--- config.mk ---
export PLATFORM = sky130hd
export DESIGN_NAME = detent_count_position_controller_core
export DESIGN_NICKNAME = d
export VERILOG_FILES = /design/src/rtl/dcpc_pkg.sv /design/src/rtl/dcpc_step.sv /design/src/rtl/detent_count_position_controller_core.sv
export SDC_FILE = /design/constraint.sdc
export NUM_CORES = 1
export LEC_CHECK = 0
export CELL_PAD_IN_SITES_DETAIL_PLACEMENT = 1
export CELL_PAD_IN_SITES_GLOBAL_PLACEMENT = 1
export CORE_MARGIN = 8
export CORE_UTILIZATION = 25
export CTS_BUF_LIST = sky130_fd_sc_hd__clkbuf_16
export DETAILED_ROUTE_END_ITERATION = 10
export DONT_BUFFER_PORTS = 1
export MAX_ROUTING_LAYER = met4
export PLACE_DENSITY = 0.56
export RECOVER_POWER = 100
export SLEW_MARGIN = 10
export SYNTH_ARGS = -nofsm -noshare
export SYNTH_HDL_FRONTEND = slang
export SYNTH_SLANG_ARGS = --single-unit
--- constraint.sdc ---
create_clock -name clk -period 9.7 [get_ports clk]
set_input_delay 1.94 -clock clk [delete_from_list [all_inputs] [get_ports clk]]
set_output_delay 1.94 -clock clk [all_outputs]
set_load 0.02 [all_outputs]
--- src/rtl/dcpc_pkg.sv ---
`timescale 1ns / 1ps
// ----------------------------------------------------------------------------
// dcpc_pkg
// Shared types and constants for the detent-count position controller.
// ----------------------------------------------------------------------------
package dcpc_pkg;

    localparam int unsigned ADDR_W = 4;
    localparam int unsigned DATA_W = 32;

    localparam logic [7:0]  BRAKE_DRIVE    = 8'd250;
    localparam logic [15:0] DEBOUNCE_RESET = 16'd200;

    // register index, taken from paddr[3:2]
    localparam logic [1:0] REG_SPEED_DOWN  = 2'd0;
    localparam logic [1:0] REG_SPEED_UP    = 2'd1;
    localparam logic [1:0] REG_DEBOUNCE_MS = 2'd2;

    typedef struct packed {
        logic [1:0]  target_position;
        logic        switch_level;
        logic [31:0] now_ms;
    } in_item_t;

    typedef struct packed {
        logic [7:0] drive_down;
        logic [7:0] drive_up;
        logic       in_position;
        logic [1:0] position_now;
    } out_item_t;

    typedef struct packed {
        logic [7:0]  speed_down;
        logic [7:0]  speed_up;
        logic [15:0] debounce_ms;
    } cfg_t;

    typedef struct packed {
        logic [1:0]  stop_index;
        logic        prior_switch;
        logic [31:0] event_time;
        logic        moving_up;
        logic [7:0]  held_down_drive;
        logic [7:0]  held_up_drive;
    } ctrl_state_t;

endpackage

--- src/rtl/dcpc_step.sv ---
`timescale 1ns / 1ps
// ----------------------------------------------------------------------------
// dcpc_step
// Next-state and result logic for one switch sample.
// ----------------------------------------------------------------------------
module dcpc_step
(
    input  dcpc_pkg::in_item_t    item,
    input  dcpc_pkg::cfg_t        cfg,
    input  dcpc_pkg::ctrl_state_t state,
    output dcpc_pkg::ctrl_state_t state_next,
    output dcpc_pkg::out_item_t   result
);

    logic [31:0] since_event;
    logic        elapsed;
    logic        rising;
    logic        settled;

    assign since_event = item.now_ms - state.event_time;
    assign elapsed     = since_event > {16'd0, cfg.debounce_ms};
    assign rising      = item.switch_level & ~state.prior_switch;

    always_comb
    begin
        state_next = state;
        settled    = 1'b0;
        if (item.target_position > state.stop_index)
        begin
            state_next.moving_up = 1'b1;
            if (rising && elapsed)
            begin
                state_next.stop_index = state.stop_index + 2'd1;
                state_next.event_time = item.now_ms;
            end
            state_next.held_down_drive = 8'd0;
            state_next.held_up_drive   = cfg.speed_up;
        end
        else if (item.target_position < state.stop_index)
        begin
            state_next.moving_up = 1'b0;
            if (rising && elapsed)
            begin
                state_next.stop_index = state.stop_index - 2'd1;
                state_next.event_time = item.now_ms;
            end
            state_next.held_down_drive = cfg.speed_down;
            state_next.held_up_drive   = 8'd0;
        end
        else if (!item.switch_level)
        begin
            // overshot the stop: back off against the last direction
            if (state.moving_up)
            begin
                state_next.held_down_drive = cfg.speed_down;
                state_next.held_up_drive   = 8'd0;
            end
            else
            begin
                state_next.held_down_drive = 8'd0;
                state_next.held_up_drive   = cfg.speed_up;
            end
            if (state.prior_switch && elapsed)
            begin
                state_next.moving_up = ~state.moving_up;
            end
            state_next.event_time = item.now_ms;
        end
        else if (elapsed)
        begin
            state_next.held_down_drive = dcpc_pkg::BRAKE_DRIVE;
            state_next.held_up_drive   = dcpc_pkg::BRAKE_DRIVE;
            state_next.event_time      = item.now_ms;
            settled                    = 1'b1;
        end
        state_next.prior_switch = item.switch_level;
    end

    assign result.drive_down   = state_next.held_down_drive;
    assign result.drive_up     = state_next.held_up_drive;
    assign result.in_position  = settled;
    assign result.position_now = state_next.stop_index;

endmodule

--- src/rtl/detent_count_position_controller_core.sv ---
`timescale 1ns / 1ps
// Each result is registered into the main output entry, or into the skid entry while the main entry waits.
// Throughput: one sample per cycle while in_stall is low; the update is one pass of compare/subtract logic.
// A two-entry output buffer keeps input flowing while a result waits; in_stall
// rises only when both entries are full.
// Reset: stop 0, switch seen pressed, event time 0, drives 0, debounce 200, speeds 0.
// ----------------------------------------------------------------------------
// detent_count_position_controller_core
// Counts debounced switch edges to track the carriage stop and drives the motor.
// ----------------------------------------------------------------------------
module detent_count_position_controller_core
(
    input  logic                          clk,
    input  logic                          rst_n,
    input  logic                          psel,
    input  logic                          penable,
    input  logic                          pwrite,
    input  logic [dcpc_pkg::ADDR_W-1:0]   paddr,
    input  logic [dcpc_pkg::DATA_W-1:0]   pwdata,
    output logic [dcpc_pkg::DATA_W-1:0]   prdata,
    output logic                          pready,
    input  logic                          in_valid,
    output logic                          in_stall,
    input  dcpc_pkg::in_item_t            in_data,
    output logic                          out_valid,
    input  logic                          out_stall,
    output dcpc_pkg::out_item_t           out_data
);

    dcpc_pkg::cfg_t        cfg_reg;
    dcpc_pkg::ctrl_state_t state_reg;
    dcpc_pkg::ctrl_state_t state_next;
    dcpc_pkg::out_item_t   result;

    dcpc_pkg::out_item_t   main_reg, main_next;
    dcpc_pkg::out_item_t   skid_reg, skid_next;
    logic                  main_valid_reg, main_valid_next;
    logic                  skid_valid_reg, skid_valid_next;

    logic in_xfer;
    logic out_xfer;
    logic cfg_write;

    // ---------------- configuration port ----------------
    assign pready    = 1'b1;
    assign cfg_write = psel & penable & pwrite;

    always_ff @(posedge clk or negedge rst_n)
    begin
        if (!rst_n)
        begin
            cfg_reg.speed_down  <= 8'd0;
            cfg_reg.speed_up    <= 8'd0;
            cfg_reg.debounce_ms <= dcpc_pkg::DEBOUNCE_RESET;
        end
        else if (cfg_write)
        begin
            unique case (paddr[3:2])
                dcpc_pkg::REG_SPEED_DOWN:  cfg_reg.speed_down  <= pwdata[7:0];
                dcpc_pkg::REG_SPEED_UP:    cfg_reg.speed_up    <= pwdata[7:0];
                dcpc_pkg::REG_DEBOUNCE_MS: cfg_reg.debounce_ms <= pwdata[15:0];
                default: ;
            endcase
        end
    end

    always_comb
    begin
        unique case (paddr[3:2])
            dcpc_pkg::REG_SPEED_DOWN:  prdata = {24'd0, cfg_reg.speed_down};
            dcpc_pkg::REG_SPEED_UP:    prdata = {24'd0, cfg_reg.speed_up};
            dcpc_pkg::REG_DEBOUNCE_MS: prdata = {16'd0, cfg_reg.debounce_ms};
            default:                   prdata = '0;
        endcase
    end

    // ---------------- control update ----------------
    assign in_stall = skid_valid_reg;
    assign in_xfer  = in_valid & ~skid_valid_reg;
    assign out_xfer = main_valid_reg & ~out_stall;

    dcpc_step u_step
    (
        .item       (in_data),
        .cfg        (cfg_reg),
        .state      (state_reg),
        .state_next (state_next),
        .result     (result)
    );

    always_ff @(posedge clk or negedge rst_n)
    begin
        if (!rst_n)
        begin
            state_reg.stop_index      <= 2'd0;
            state_reg.prior_switch    <= 1'b1;
            state_reg.event_time      <= 32'd0;
            state_reg.moving_up       <= 1'b0;
            state_reg.held_down_drive <= 8'd0;
            state_reg.held_up_drive   <= 8'd0;
        end
        else if (in_xfer)
        begin
            state_reg <= state_next;
        end
    end

    // ---------------- output buffer ----------------
    always_comb
    begin
        main_next       = main_reg;
        skid_next       = skid_reg;
        main_valid_next = main_valid_reg;
        skid_valid_next = skid_valid_reg;
        if (out_xfer)
        begin
            if (skid_valid_reg)
            begin
                main_next       = skid_reg;
                skid_next       = result;
                skid_valid_next = in_xfer;
            end
            else
            begin
                main_next       = result;
                main_valid_next = in_xfer;
            end
        end
        else if (main_valid_reg)
        begin
            if (in_xfer)
            begin
                skid_next       = result;
                skid_valid_next = 1'b1;
            end
        end
        else
        begin
            main_next       = result;
            main_valid_next = in_xfer;
        end
    end

    always_ff @(posedge clk or negedge rst_n)
    begin
        if (!rst_n)
        begin
            main_valid_reg <= 1'b0;
            skid_valid_reg <= 1'b0;
        end
        else
        begin
            main_valid_reg <= main_valid_next;
            skid_valid_reg <= skid_valid_next;
        end
    end

    always_ff @(posedge clk)
    begin
        main_reg <= main_next;
        skid_reg <= skid_next;
    end

    assign out_valid = main_valid_reg;
    assign out_data  = main_reg;

`ifndef SYNTH
    a_skid_needs_main: assert property (@(posedge clk) disable iff (!rst_n)
        skid_valid_reg |-> main_valid_reg)
        else $error("skid entry held without a main entry");

    a_result_follows: assert property (@(posedge clk) disable iff (!rst_n)
        in_xfer |=> out_valid)
        else $error("no result after sample transfer");

    a_brake_drive: assert property (@(posedge clk) disable iff (!rst_n)
        (out_valid && out_data.in_position) |->
        (out_data.drive_down == dcpc_pkg::BRAKE_DRIVE &&
         out_data.drive_up == dcpc_pkg::BRAKE_DRIVE))
        else $error("in-position without brake drive");

    a_stop_step: assert property (@(posedge clk) disable iff (!rst_n)
        (state_reg.stop_index != $past(state_reg.stop_index)) |->
        (state_reg.stop_index == 2'($past(state_reg.stop_index) + 2'd1) ||
         state_reg.stop_index == 2'($past(state_reg.stop_index) - 2'd1)))
        else $error("stop index moved by more than one");

    a_state_hold: assert property (@(posedge clk) disable iff (!rst_n)
        !$past(in_xfer) |-> $stable(state_reg))
        else $error("state changed without a sample transfer");
`endif

endmodule
==> impl_metrics.csv <==
group,metric,value,unit
outcome,status,"finished clean",
worst_setup_path,r2r_end,"out_data[18]",
synth,synth_area,8536,sq um
synth,ys_types,76,
grt,grt_overflow,0,
pwr,power.leakage,0.003916,uW
synth,syn_area_per_cell,9.700,sq um
worst_setup_path,crit_required,9880,ps
drt,drc,0,
min_path,min_path_type,"flop to flop",
timing,finalCritPeriodShare,80.88,%
floorplanning,die_y,200.8,um
drt,vias_per_cell,4.928,
drt,firstDrtPassIters,4,
placement,port_buffers,0,
drt,post_drt_wl_per_cell,19.29,um
synth,synth_ff_type,"dfrtp_1",
placement,gp_congestion,0.8295,
worst_setup_path,worstSetupPathType,"input pin to flop",
synth,synth_top_cell_by_area,"dfrtp_1",
timing,period_needed,7845,ps
grt,antenna_found_initial,3,
clocking,cts_tree,"built",
worst_setup_path,worstPathArrival,8030,ps
clocking,cts_buffers,17,
worst_setup_path,r2r_start,"state_reg[21]",
cells_and_area,insertedDiodeCount,0,
floorplanning,start_util,25.39,%
clocking,hold_buffers,0,
synth,synthTopCellsByArea,"dfrtp_1 24%, edfxtp_1 13%, ha_1 7.2%, mux2_4 5.1%, mux2_2 4.2%",
drt,antenna_left,0,
grt,grt_use_total,13.09,%
timing,tns,0,ps
timing,worst_pin_slew,1392,ps
clocking,htreeDepth,4,
cells_and_area,fin_util,27.75,%
clocking,post-cts-setup-buffers,0,
floorplanning,core_area,33620,sq um
cells_and_area,fin_nets,990,
timing,rsz0062_at_grt,"no",
drt,vias,6520,
cells_and_area,drive_gt1_share,9.943,%
worst_setup_path,ff2ff_setup_slack,3000,ps
synth,ys_seq_area_share,38.64,%
timing,setup_viol,0,
floorplanning,die_w,200.8,um
synth,synthCells,880,
synth,synth-edff-count,38,
synth,synth_warnings,0,
clocking,clockBufferDepth,2,
clocking,path_clk_slew,60,ps
timing,max_clock_freq,0.1275,GHz
grt,grt_max_degree,87,
timing,slew_headroom,6.201,%
timing,finClkSkew,10.25,ps
cells_and_area,largest_reg_flops,52,
floorplanning,num_rows,67,
worst_setup_path,cp_max_fo,21,
worst_setup_path,endpoint,"out_data[18]",
timing,drv_slew,0,
worst_setup_path,setup.worst_path.start_class,"input pin",
floorplanning,die-area,40310,sq um
clocking,cts_resized,0,
floorplanning,io_pins,132,
synth,synth_top_area_share,24.04,%
drt,drt_iter0_markers,323,
run,cap_viol_max_count,0,
clocking,cts.sinks,124,
cells_and_area,syn_to_final_growth,9.279,%
clocking,clk_latency,430,ps
pwr,ir_worst_vdd,134.2,uV
grt,grt_pass1_wl,40600,um
worst_setup_path,critPathLaunch,"in_data[4]",
drt,drt_wl_total,25520,um
timing,timing.final.hold_violations,0,
placement,dpl.hpwl,19260,um
worst_setup_path,crit_path_end_kind,"flop",
synth,synthArstFlopShare,69.35,%
grt,grt_pass1_vias,6852,
clocking,cts_root_buffer,"clkbuf_16",
synth,ys_ff_latch,124,
worst_setup_path,reg2reg_depth,20,
pwr,p_per_area,356.0,nW/um^2
## cells in the mapped netlist, drive strengths merged (7+ instances only)
master	count
mux2i	12
inv	66
nor4	7
and3	8
a21o	17
clkbuf	20
nand2	95
o21a	11
nand4	14
nor3	12
ha	49
dfrtp	82
a211oi	8
nand3	11
and2	15
o211ai	9
and4	8
a2bb2oi	7
o21ai	55
a21oi	64
a31oi	31
nor2	37
mux2	61
xnor2	14
buf	37
edfxtp	38
## logic make-up after synthesis
family	share of synthesized area, %
adders and majority gates	7.417
xor gates and xnor gates	2.052
AOI/OAI and AO/OA	20.39
muxes	10.73
and+or+nand+nor	13.68
DFF	38.64
buffers and inverters	7.007
other	0.08798
## worst min path at each step
stage / end / cells after the start / from
floorplan: state_reg[10] / 1 / state_reg[10]
global placement: state_reg[8] / 1 / state_reg[8]
detailed placement: state_reg[10] / 1 / state_reg[10]
CTS: state_reg[10] / 1 / state_reg[10]
global route: state_reg[31] / 1 / state_reg[31]
finish: state_reg[32] / 1 / state_reg[32]
## layout make-up
type                            count  area [sq um]
Tap cell                          448         560.5
Timing Repair Buffer                5         22.52
Clock inverter                     13         185.2
Sequential cell                   124          3298
Multi-Input combinational cell    648          4538
Inverter                           66         247.7
Fill cell                        3830         24290
Clock buffer                       19         475.5
## layout by cell type, fill, tap and decap left out, types with 5 or more instances in the layout
master and n:
nand2_1 95, dfrtp_1 82, inv_1 68, a21oi_1 60
o21ai_0 54, ha_1 49, edfxtp_1 38, nor2_1 37
mux2_2 31, mux2_1 30, a31oi_1 28, clkbuf_16 19
a21o_1 17, conb_1 17, xnor2_1 14, nand4_1 14
mux2i_1 12, o21a_1 11, nor3_1 11, nand3_1 11
o211ai_1 9, and2_0 8, and3_1 8, and4_1 8
nor4_1 7, and2_1 7, a2bb2oi_1 7, nor2b_1 6
xor2_1 6, a211oi_1 6, a22oi_1 6, a31o_2 5
o31ai_1 5, o22ai_1 5
## stage by stage
stage	total power, uW	setup slack (ps)	std cells	cell area [sq um]	hold WS [ps]
global placement	2648	1943	1291	8845	477.2
CTS	3450	2366	1323	9505	500.0
floorplan	2269	3058	895	8592	466.4
finish	3321	1855	1323	9328	481.7
global route	3590	1446	1323	9328	497.2
detailed placement	2689	1910	1291	8845	487.2
## worst max-delay path: stages
cell and delay, ps:
ha_1 350, a21o_1 200, a31o_2 240, o2111ai_1 360, o21a_1 310, nand2_1 120
a31oi_1 230, xnor2_1 200, ha_1 290, and4_1 230, and3_1 170, a221o_1 290
nor3_1 330, o211ai_1 160, or4b_1 490, nor4b_1 500, and4_1 930, a31oi_1 340
mux2_2 350
## power breakdown
group,internal [uW],switching (uW)
Sequential,790,173
Clock,462,261
Combinational,630,1000
## routing by layer
metal	track usage, %	wire [um]	vias to the layer above	part of all wire, %
met2	21.20	12400	96	49
met5	-	0	-	0
met4	3.469	397	0	1.6
met3	2.953	1156	23	4.5
li1	-	-	3164	-
met1	16.31	11560	3237	45
Note: power is estimated with default switching activity, not from simulation.
